--- src/rtl/ltec_pkg.sv ---
package ltec_pkg;

  localparam logic [2:0] MODE_NORMAL  = 3'd0;
  localparam logic [2:0] MODE_BSL     = 3'd1;
  localparam logic [2:0] MODE_BSL_X   = 3'd2;
  localparam logic [2:0] MODE_BSL_X_D = 3'd3;
  localparam logic [2:0] MODE_ESC     = 3'd4;
  localparam logic [2:0] MODE_CSI     = 3'd5;

  localparam logic [15:0] CH_BSL = 16'h005C;
  localparam logic [15:0] CH_SOH = 16'h0001;
  localparam logic [15:0] CH_ESC = 16'h001B;
  localparam logic [15:0] CH_X   = 16'h0078;
  localparam logic [15:0] CH_LBR = 16'h005B;
  localparam logic [15:0] HEX_TEN = 16'd10;

  localparam int MAX_RES = 4;

  typedef struct packed {
    logic [MAX_RES-1:0][15:0] ch;
    logic [2:0]               n;
  } list_t;

  typedef struct packed {
    logic [MAX_RES-1:0][15:0] ch;
    logic [1:0]               cnt_m1;
    logic                     any;
    logic                     has_char;
    logic [2:0]               mode_next;
    logic [15:0]              held_next;
  } dec_t;

  function automatic list_t push(list_t l, logic [15:0] v);
    list_t r;
    r = l;
    if (l.n < 3'(MAX_RES)) begin
      r.ch[l.n[1:0]] = v;
      r.n = l.n + 3'd1;
    end
    return r;
  endfunction

  function automatic logic [4:0] hex_of(logic [15:0] u);
    logic [15:0] v;
    v = 16'd0;
    if (u inside {[16'h0030:16'h0039]}) begin
      return {1'b1, u[3:0]};
    end else if (u inside {[16'h0041:16'h0046]}) begin
      v = u - 16'h0041 + HEX_TEN;
      return {1'b1, v[3:0]};
    end else if (u inside {[16'h0061:16'h0066]}) begin
      v = u - 16'h0061 + HEX_TEN;
      return {1'b1, v[3:0]};
    end
    return 5'd0;
  endfunction

  function automatic logic is_letter(logic [15:0] u);
    return u inside {[16'h0041:16'h005A], [16'h0061:16'h007A]};
  endfunction

  function automatic logic [2:0] fresh_mode(logic [15:0] c);
    if (c == CH_BSL) begin
      return MODE_BSL;
    end else if (c == CH_ESC) begin
      return MODE_ESC;
    end
    return MODE_NORMAL;
  endfunction

  function automatic list_t fresh_push(list_t l, logic [15:0] c);
    if (c == CH_SOH || c == CH_BSL || c == CH_ESC) begin
      return l;
    end
    return push(l, c);
  endfunction

endpackage

--- src/rtl/ltec_decode.sv ---
module ltec_decode (
  input  logic [2:0]     mode,
  input  logic [15:0]    held,
  input  logic [15:0]    c,
  input  logic           last,
  output ltec_pkg::dec_t dec
);
  import ltec_pkg::*;

  list_t      l;
  logic [2:0] m;
  logic [15:0] h;
  logic [4:0] hc;
  logic [4:0] hh;

  always_comb begin
    l  = '0;
    m  = MODE_NORMAL;
    h  = 16'd0;
    hc = hex_of(c);
    hh = hex_of(held);
    case (mode)
      MODE_BSL: begin
        if (c == CH_X) begin
          m = MODE_BSL_X;
        end else begin
          l = push(l, CH_BSL);
          l = fresh_push(l, c);
          m = fresh_mode(c);
        end
      end
      MODE_BSL_X: begin
        if (hc[4]) begin
          h = c;
          m = MODE_BSL_X_D;
        end else begin
          l = push(l, CH_BSL);
          l = push(l, CH_X);
          l = fresh_push(l, c);
          m = fresh_mode(c);
        end
      end
      MODE_BSL_X_D: begin
        if (hc[4]) begin
          l = push(l, {8'h00, hh[3:0], hc[3:0]});
        end else begin
          l = push(l, CH_BSL);
          l = push(l, CH_X);
          l = push(l, held);
          l = fresh_push(l, c);
          m = fresh_mode(c);
        end
      end
      MODE_ESC: begin
        if (c == CH_LBR) begin
          m = MODE_CSI;
        end else begin
          l = fresh_push(l, c);
          m = fresh_mode(c);
        end
      end
      MODE_CSI: begin
        m = is_letter(c) ? MODE_NORMAL : MODE_CSI;
      end
      default: begin
        l = fresh_push(l, c);
        m = fresh_mode(c);
      end
    endcase

    if (last) begin
      if (m == MODE_BSL) begin
        l = push(l, CH_BSL);
      end else if (m == MODE_BSL_X) begin
        l = push(l, CH_BSL);
        l = push(l, CH_X);
      end else if (m == MODE_BSL_X_D) begin
        l = push(l, CH_BSL);
        l = push(l, CH_X);
        l = push(l, h);
      end
      m = MODE_NORMAL;
      h = 16'd0;
    end

    dec.ch        = l.ch;
    dec.has_char  = (l.n != 3'd0);
    dec.any       = (l.n != 3'd0) || last;
    dec.cnt_m1    = (l.n == 3'd0) ? 2'd0 : 2'(l.n - 3'd1);
    dec.mode_next = m;
    dec.held_next = h;
  end

endmodule

--- src/rtl/log_text_escape_cleaner_top.sv ---
// channel | handshake                   | payload
// in      | in_valid / in_stall         | in_char, is_last
// out     | out_valid / out_stall       | out_char, has_char, run_last, string_end
//
// One input transaction per cycle while in_stall is low; an item with n results holds the input
// side while the result buffer drains one result per cycle when out_stall is low.
// Input to first result passes the input register, then the result buffer.
// rst is synchronous: clears both valid flags, the parse mode and the held digit.
// out_stall holds the result buffer; once the input register holds an item with results
// and the buffer is not free, in_stall rises.
module log_text_escape_cleaner_top (
  input  logic        clk,
  input  logic        rst,
  input  logic        in_valid,
  output logic        in_stall,
  input  logic [15:0] in_char,
  input  logic        is_last,
  output logic        out_valid,
  input  logic        out_stall,
  output logic [15:0] out_char,
  output logic        has_char,
  output logic        run_last,
  output logic        string_end
);
  import ltec_pkg::*;

  logic        rv;
  logic [15:0] rc;
  logic        rl;

  logic [2:0]  mode;
  logic [15:0] held;

  logic                     bv;
  logic [MAX_RES-1:0][15:0] bch;
  logic [1:0]               bcnt_m1;
  logic [1:0]               bidx;
  logic                     bhas;
  logic                     bend;

  dec_t dec;
  logic out_take;
  logic buf_free;
  logic move;

  ltec_decode u_decode (
    .mode (mode),
    .held (held),
    .c    (rc),
    .last (rl),
    .dec  (dec)
  );

  assign out_take = bv && !out_stall;
  assign buf_free = !bv || (out_take && bidx == bcnt_m1);
  assign move     = rv && (!dec.any || buf_free);
  assign in_stall = rv && !move;

  always_ff @(posedge clk) begin
    if (rst) begin
      rv <= 1'b0;
    end else if (in_valid && !in_stall) begin
      rv <= 1'b1;
    end else if (move) begin
      rv <= 1'b0;
    end
  end

  always_ff @(posedge clk) begin
    if (in_valid && !in_stall) begin
      rc <= in_char;
      rl <= is_last;
    end
  end

  always_ff @(posedge clk) begin
    if (rst) begin
      mode <= MODE_NORMAL;
      held <= 16'd0;
    end else if (move) begin
      mode <= dec.mode_next;
      held <= dec.held_next;
    end
  end

  always_ff @(posedge clk) begin
    if (rst) begin
      bv   <= 1'b0;
      bidx <= 2'd0;
    end else if (move && dec.any) begin
      bv   <= 1'b1;
      bidx <= 2'd0;
    end else if (out_take) begin
      if (bidx == bcnt_m1) begin
        bv <= 1'b0;
      end
      bidx <= bidx + 2'd1;
    end
  end

  always_ff @(posedge clk) begin
    if (move && dec.any) begin
      bch     <= dec.ch;
      bcnt_m1 <= dec.cnt_m1;
      bhas    <= dec.has_char;
      bend    <= rl;
    end
  end

  assign out_valid  = bv;
  assign out_char   = bhas ? bch[bidx] : 16'd0;
  assign has_char   = bhas;
  assign run_last   = (bidx == bcnt_m1);
  assign string_end = (bidx == bcnt_m1) && bend;

endmodule

--- config.mk ---
export PLATFORM = sky130hd
export DESIGN_NAME = log_text_escape_cleaner_top
export DESIGN_NICKNAME = d
export VERILOG_FILES = /design/src/rtl/ltec_pkg.sv /design/src/rtl/ltec_decode.sv /design/src/rtl/log_text_escape_cleaner_top.sv
export SDC_FILE = /design/constraint.sdc
export NUM_CORES = 1
export LEC_CHECK = 0
export ABC_AREA = 1
export BUFFER_PORTS_ARGS = -buffer_cell sky130_fd_sc_hd__buf_2
export CAP_MARGIN = 5
export CORE_MARGIN = 2
export CORE_UTILIZATION = 62
export DETAILED_ROUTE_END_ITERATION = 10
export GPL_TIMING_DRIVEN = 1
export PLACE_DENSITY = 0.78
export SLEW_MARGIN = 5
export SYNTH_ARGS = -nofsm -noshare
export SYNTH_HDL_FRONTEND = slang
export SYNTH_HIERARCHICAL = 1
export SYNTH_SLANG_ARGS = --single-unit
--- constraint.sdc ---
create_clock -name clk -period 7.45 [get_ports clk]
set_clock_uncertainty 0.1 [all_clocks]
set_input_delay 0.3725 -clock clk [delete_from_list [all_inputs] [get_ports clk]]
set_output_delay 0.3725 -clock clk [all_outputs]
set_load 0.01 [all_outputs]
Yosys cells after proc, flatten, opt, wreduce, memory -nomap -nowiden
Index checks and enable logic that the tools add are counted.
{"block": "totals", "elab_cells": 285, "register_bits": 108, "input_bits": 21, "output_inout_bits": 21}
{"block": "op_classes", "order_cmp": 45, "n_eq_ne": 14, "add_sub_neg": 20, "bitwise_logic": 15, "mux": 133, "reduce_logical": 44}
{"operator": "67-bit 2-to-1 mux", "n": 44}
{"operator": "67-bit case mux with 5 select lines", "n": 1}
{"operator": "64-bit bitwise mux", "n": 5}
{"operator": "16-bit demux with 2-bit select", "n": 10}
{"operator": "16-bit 2-to-1 mux", "n": 15}
{"operator": "48-bit NOT", "n": 5}
{"operator": "48-bit AND", "n": 3}
{"operator": "12-bit by 48-bit AND with 48-bit output", "n": 2}
{"operator": "16-bit by 7-bit less-or-equal comparator with 1-bit output (second input constant)", "n": 6}
{"operator": "19-bit 2-to-1 mux", "n": 5}
{"operator": "16-bit by 7-bit greater-or-equal comparator with 1-bit output (second input constant)", "n": 4}
{"operator": "16-bit by 7-bit == test with 1-bit output (second input constant)", "n": 3}
{"operator": "16-bit OR", "n": 3}
{"operator": "3-bit 2-to-1 mux", "n": 13}
{"operator": "2-bit by 3-bit less-than comparator with 1-bit output (second input constant)", "n": 11}
{"operator": "16-bit binary-select mux with 2-bit select", "n": 1}
{"operator": "16-bit by 6-bit greater-or-equal comparator with 1-bit output (second input constant)", "n": 2}
{"operator": "16-bit by 6-bit less-or-equal comparator with 1-bit output (second input constant)", "n": 2}
{"operator": "4-bit by 16-bit OR with 16-bit output", "n": 2}
{"operator": "3-bit by 1-bit adder with 3-bit output (second input constant)", "n": 10}
{"operator": "3-bit less-than comparator (second input constant)", "n": 10}
{"operator": "1-bit 2-to-1 mux", "n": 30}
{"operator": "1-bit logical AND", "n": 25}
{"operator": "2-bit by 1-bit greater-or-equal comparator with 1-bit output (second input constant)", "n": 10}
{"operator": "21 further kinds", "n": 49}

Depth between registers and ports, before layout
Gate-level depths: netlist (run 1).
{"block": "depth", "ltp_word": 76, "ltp_mapped": 34, "ltp_nobuf": 32}

Cells and area by module
Netlist (run 1), hierarchy kept.
{"mod": "log_text_escape_cleaner_top", "area_each_um2": 4246.6, "cells_per_inst": 372, "seq_area_each_um2": 3012.9, "instances": 1}
{"mod": "ltec_decode", "area_each_um2": 3507.1, "cells_per_inst": 670, "seq_area_each_um2": 0.0, "instances": 1}

Worst setup path before layout (run 1)
No wires, ideal clock.
{"block": "synth_timing", "path_kind": "reg2reg", "startpoint": "register rc[0]", "endpoint": "register bch[0] (netlist name), enable pin", "stages_incl_launch_ff": 28, "arrival_ns": 5.082, "setup_ns": 0.422, "n_path_buf": 0, "required_ns": 6.928, "setup_slack_ns": 1.846, "synth_period_minus_slack_ns": 5.604, "path_cell_list": "edfxtp_1 -> clkinv_1 -> ha_1 -> o21ai_0 -> nand2_1 -> nand3_1 -> inv_1 -> a21oi_2 -> nand4_2 -> nand3_2 -> nand2_2 -> inv_1 -> ha_1 -> inv_1 -> nand2_1 -> inv_1 -> ha_1 -> inv_1 -> o21ai_2 -> inv_1 -> ha_1 -> nand3b_1 -> nand3_1 -> nand2_1 -> nand2_2 -> nand4_1 -> nand3_1 -> inv_1"}
{"item": "start, declared", "line_no": "log_text_escape_cleaner_top.sv:28", "rtl": "logic [15:0] rc;"}
{"item": "start signal, assigned", "line_no": "log_text_escape_cleaner_top.sv:71", "rtl": "rc <= in_char;"}
{"item": "end signal, assigned", "line_no": "log_text_escape_cleaner_top.sv:103", "rtl": "bch <= dec.ch;"}
{"item": "end, declared", "line_no": "log_text_escape_cleaner_top.sv:35", "rtl": "logic [MAX_RES-1:0][15:0] bch;"}

==> flow_summary.toml, run 1 <==
[critical_path]
critPathKind = "reg2reg"
endpoint_kind = "flip-flop"
timing.critical_path.buf_inv = 9
worstPathRequired_ns = 7.35
arrival_ns = 6.06
cp_top_family = "simple AND/OR/NAND/NOR gates"
cp_max_fo = 44
cp-start-kind = "flip-flop"
cpMaxStageDelayCell = "buf_4"
crit_top_cell = "inv_1"
slowest_delay_ns = 0.55

[sta]
hold_viol = 0
fin_tns_setup_ns = 0
slew_violations = 0
rsz0062_at_grt = "no"
fmax_ghz = 0.162
setup_viol = 0
fin_crit_sh = 0.827
max_slew_margin = 0.416
fin_crit_ns = 6.16
worst_pin_slew_ns = 0.869

[floorplanning]
start_util = 0.640
pin_count = 42
placementRows = 40
core_area_sq_mm = 0.0121
die_h_um = 116
dieArea_sq_mm = 0.0134
die_w_um = 116

[global_routing]
grt_pass1_wl_mm = 34.9
grt_max_degree = 45
antenna_found_initial = 0
grt_pass1_vias = 6434
grtUsageTotal = 0.347
grt_overflow = 0

[synth]
syn_area_per_cell_sq_um = 7.44
ys_seq_elements = 108
ys_seq_area_frac = 0.389
syn_area_sq_mm = 0.00775
yosys_warnings = 6
synthFlopType = "edfxtp_1"
ys_types = 55
synthArstFlopShare = 0
syn_inst = 1042
synth-edff-count = 85

[clock_network]
clockBufferDepth = 2
postCtsHoldBufs = 0
cts-root-buf = "clkbuf_16"
cts_made_buffers = 9
cts_tree = "built"
post_cts_buffers = 0
clk_pin_slew_worst_paths_ns = 0.09
htree_levels = 3
clock-sinks = 108
cts_resized = 0
clock_latency_ns = 0.37

[cells_and_area]
multi_input_area_sq_mm = 0.00397
register_area_sq_mm = 0.00301
fin_nets = 1099
diodes = 0
finalInstanceArea_sq_mm = 0.00825
area_delta_synth_final_pct = 6.36
fillCellCount = 1093
drive_gt1_frac = 0.148

[power_and_ir_drop]
p_per_area_mw_per_mm2 = 196
vdd_drop_max_uv = 104
p_leak_nw = 3.56

[drt]
detail_route.iter0.violations = 1078
dr_total_vias = 7380
drt-pass1-iter-count = 6
drt_wl_total_mm = 22.6
via_per_inst = 5.99
routedWlPerCell_um = 18.4
drc = 0
postRouteAntennaNets = 0

[run]
cap_violations = 0

[hold_path]
hp-class = "in2reg"

[place]
port_buffers = 41
hpwl_mm = 16.7
gp_congestion = 1.01
place_area_sq_mm = 0.00793

[status]
status = "finished clean"
==> kinds of logic after synthesis <==
kind of cell / share of synthesized area
flip-flops: 0.389
AO/OA/AOI/OAI: 0.145
buffers and inverters: 0.103
other: 0.000484
AND/OR/NAND/NOR: 0.326
XOR/XNOR: 0.00549
adder cells (fa/ha/maj): 0.0307
==> metrics by stage <==
stage | hold WS [ns] | worst slack [ns] | total power [mW] | std cells | utilization
after global routing | 0.0657 | 0.800 | 1.68 | 1232 | 0.681
after CTS | 0.0712 | 1.40 | 1.61 | 1232 | 0.681
final | 0.0703 | 1.29 | 1.62 | 1232 | 0.681
after floorplan | 0.321 | 1.85 | 1.01 | 1050 | -
after detailed placement | 0.381 | 1.43 | 1.12 | 1216 | 0.655
after global placement | 0.369 | 1.68 | 1.11 | 1216 | 0.655
==> registers in the layout, indices dropped and copies added (netlist names) <==
name / count
bidx: 2
bcnt_m1: 2
rc: 16
bch: 64
has_char: 1
rv: 1
bend: 1
held: 16
mode: 3
out_valid: 1
rl: 1
==> final cells by class <==
class	instances	share of cell area
clock buffers	9	0.0273
clock inverters	7	0.0108
well taps	168	0.0255
multi-input cells	766	0.481
flip-flops and latches	108	0.365
inverters	127	0.0593
repair buffers	47	0.0303
==> power by group <==
group          switching [mW]  total (mW)  internal [mW]  leakage [nW]
clock                   0.257       0.501          0.244         0.153
combinational           0.277       0.390          0.113          2.40
sequential             0.0265       0.725          0.699          1.01
total                   0.560        1.62           1.06          3.56
==> worst reg2reg max path: cells and delay by family, from the launching register on <==
family	cells	cell delay [ns]
simple gates	12	1.75
buf+inv	9	1.73
fa+ha+maj	4	1.05
compound gates	3	0.60
flops	1	0.53
==> path summary, 6_finish.rpt <==
kind	startpoint	to	slack, ns	depth (start not counted)
max	rc[0]$_DFFE_PP_	bch[17]$_DFFE_PP_	1.29	28
min	in_char[1]	rc[1]$_DFFE_PP_	0.07	1
max reg2reg	rc[0]$_DFFE_PP_	bch[17]$_DFFE_PP_	1.29	28
min reg2reg	held[5]$_SDFFE_PP0P_	held[5]$_SDFFE_PP0P_	0.40	2
==> synth_stat cells, types with 8 or more instances <==
master    count  area [sq um]
nand2_1     196           736
nor2_1      189           709
inv_1       105           394
edfxtp_1     85          2550
nand3_1      74           370
a21oi_1      68           340
o21ai_0      66           330
dfxtp_1      23           460
ha_1         19           238
clkbuf_1     17          63.8
inv_2        15          56.3
nand2_2      15          93.8
nand3_2      15           150
buf_4        12          90.1
a22oi_1      11          82.6
buf_2        11          55.1
a21oi_2      10          87.6
nand4_1       9          56.3
o22ai_1       9          56.3
nor2_2        8          50.1
nor3_1        8          40.0
==> layer usage <==
metal  global-route usage  up-vias  share of wire
met3               0.0748       90           0.11
met2                0.506      463           0.41
met5                    0        -              0
met4                0.158        0          0.049
li1                     -     3485              -
met1                0.496     3342           0.43
==> cells in the final DEF, fill, tap and decap left out, types with 10 or more instances in the layout <==
cell,count
inv_1,104
edfxtp_1,85
dfxtp_1,23
buf_2,41
nand2_1,196
nand3_2,15
nand2_2,15
nor2_1,189
nand3_1,74
o21ai_0,66
a21oi_1,68
inv_2,16
ha_1,19
a21oi_2,10
a22oi_1,11
Note: power is estimated with default switching activity, not from simulation.
==> run 2: changes to the inputs <==
==> constraint.sdc (replaced) <==
create_clock -name clk -period 6.1 [get_ports clk]
set_clock_uncertainty 0.1 [all_clocks]
set_input_delay 0.305 -clock clk [delete_from_list [all_inputs] [get_ports clk]]
set_output_delay 0.305 -clock clk [all_outputs]
set_load 0.01 [all_outputs]
==> run 2 against run 1 <==
Effect of this change:
- critical endpoint is now in_stall
- global-route usage fell by 0.53 points
- sequential power is 22% higher
- utilization up 0.65 points
==> flow_summary.toml, run 2 (synthesis gave the netlist of run 1 again) <==
[critical_path]
crit_top_cell = "inv_1"
cp-startpoint = "rc[0]$_DFFE_PP_"
arrival_ns = 5.33
slowest_delay_ns = 0.47
endpoint_kind = "output port"
cpMaxStageDelayCell = "edfxtp_1"
cp-endpoint = "in_stall"
cp_max_fo = 9
worstPathRequired_ns = 5.69
reg2reg_depth = 28
reg2reg_to = "bch[2]$_DFFE_PP_"
critPathKind = "reg2out"
r2r_start = "rc[0]$_DFFE_PP_"
ff2ff_setup_slack_ns = 0.45
cp-start-kind = "flip-flop"

[sta]
worst_slack_ns = 0.366
rsz0062_at_grt = "no"
worst_pin_slew_ns = 0.844
fin_hold_ws_ns = 0.0134
fin_crit_sh = 0.940
hold_viol = 0
fin_crit_ns = 5.73
max_slew_margin = 0.436
slew_violations = 0
setup_viol = 0
fin_tns_setup_ns = 0
fmax_ghz = 0.174

[clock_network]
cts_made_buffers = 9
clockBufferDepth = 2
clock_latency_ns = 0.36
htree_levels = 3
clock-sinks = 108
cts-root-buf = "clkbuf_16"
clk_pin_slew_worst_paths_ns = 0.08
cts_tree = "built"
postCtsHoldBufs = 0

[power_and_ir_drop]
pwr-share-seq = 0.454
p_clk_frac = 0.300
internal_power_mw = 1.29
p_per_area_mw_per_mm2 = 234
swShare = 0.339
p_leak_nw = 3.60
net-switching-power_mw = 0.659
vdd_drop_max_uv = 153
combPwrFrac = 0.246

[drt]
drc = 0
routedWlPerCell_um = 18.1
drt_wl_total_mm = 22.4
via_per_inst = 5.88
postRouteAntennaNets = 0
dr_total_vias = 7287
detail_route.iter0.violations = 914
drt-pass1-iter-count = 7

[global_routing]
grtUsageTotal = 0.341
antenna_found_initial = 0
grt_overflow = 0
grt_pass1_wl_mm = 34.4
grt_max_degree = 41
grt_pass1_vias = 6270

[floorplanning]
core_area_sq_mm = 0.0121
pin_count = 42
start_util = 0.640
die_w_um = 116
dieArea_sq_mm = 0.0134
placementRows = 40
die_h_um = 116

[cells_and_area]
area_delta_synth_final_pct = 7.37
largest_reg_flops = 64
finalCoreUtilization = 0.687
largest_register = "bch"
finalInstanceArea_sq_mm = 0.00833
top_regs = "bch x64, held x16, rc x16"
layout_commonest_cell = "nand2_1"
diodes = 0
drive_gt1_frac = 0.154
mostFrequentLayoutCells = "nand2_1, nor2_1, inv_1, edfxtp_1, nand3_1"
fin_nets = 1106

[run]
cap_violations = 0

[place]
gp_congestion = 1.03
hpwl_mm = 16.4
place_area_sq_mm = 0.00800
port_buffers = 41
dpl_worst_slack_ns = 0.238

[status]
status = "finished clean"

[hold_path]
worstHoldStart = "in_char[10]"
hp-class = "in2reg"
-- run 2: cell types whose count changed in the layout (fill, tap and decap cells not counted), sizes merged --
cell,change
buf,+7
clkinv,+1
clkinvlp,+1
inv,-2
-- run 2: worst min path at each step --
stage	slack, ns	endpoint	cells after the start
finish	0.01	rc[10]$_DFFE_PP_	1
global route	0.005	rc[11]$_DFFE_PP_	1
CTS	0.003	rv$_SDFFE_PP0P_	2
detailed placement	0.38	rc[8]$_DFFE_PP_	1
global placement	0.37	held[5]$_SDFFE_PP0P_	2
floorplan	0.27	rv$_SDFFE_PP0P_	1
-- run 2: power by group through the flow --
stage | sequential, mW | combinational (mW) | clock (mW)
finish | 0.884 | 0.480 | 0.584
global route | 0.890 | 0.526 | 0.612
CTS | 0.884 | 0.463 | 0.590
detailed placement | 0.901 | 0.461 | 0
global placement | 0.899 | 0.457 | 0
floorplan | 0.891 | 0.345 | 0
-- run 2: layout make-up --
class | count | area, sq um
clock buffer | 9 | 225
clock inverter | 7 | 78.8
tap | 168 | 210
fill | 1085 | 3790
multi-input combinational | 766 | 3980
sequential | 108 | 3010
timing repair buffer | 54 | 328
inverter | 127 | 493
-- run 2: repair_timing --
action | 4_1_cts | 5_1_grt
gates resized for setup | 0 | 2
setup endpoints to repair | 0 | 87
setup buffers | 0 | 2
-- run 2: per-stage QoR --
step | total power, mW | std cells
after floorplan | 1.24 | 1050
after global placement | 1.36 | 1221
after detailed placement | 1.36 | 1221
after CTS | 1.94 | 1237
after global routing | 2.03 | 1239
final | 1.95 | 1239
-- run 2: per-layer routing --
| metal | share of wire | routed length (um) | vias to the layer above | track usage |
|---|---|---|---|---|
| li1 | - | - | 3491 | - |
| met1 | 0.44 | 9800 | 3347 | 0.505 |
| met2 | 0.44 | 9750 | 395 | 0.523 |
| met3 | 0.10 | 2250 | 54 | 0.0460 |
| met4 | 0.026 | 585 | 0 | 0.107 |
| met5 | 0 | 0 | - | 0 |
-- run 2: worst max-delay path: cells and delay by family, from the launching register on --
kind / cells / cell delay, ns
AND/OR/NAND/NOR: 12 / 1.95
adder cells (fa/ha/maj): 4 / 0.99
buffers and inverters: 9 / 0.92
AO/OA/AOI/OAI: 3 / 0.61
flip-flops: 1 / 0.47
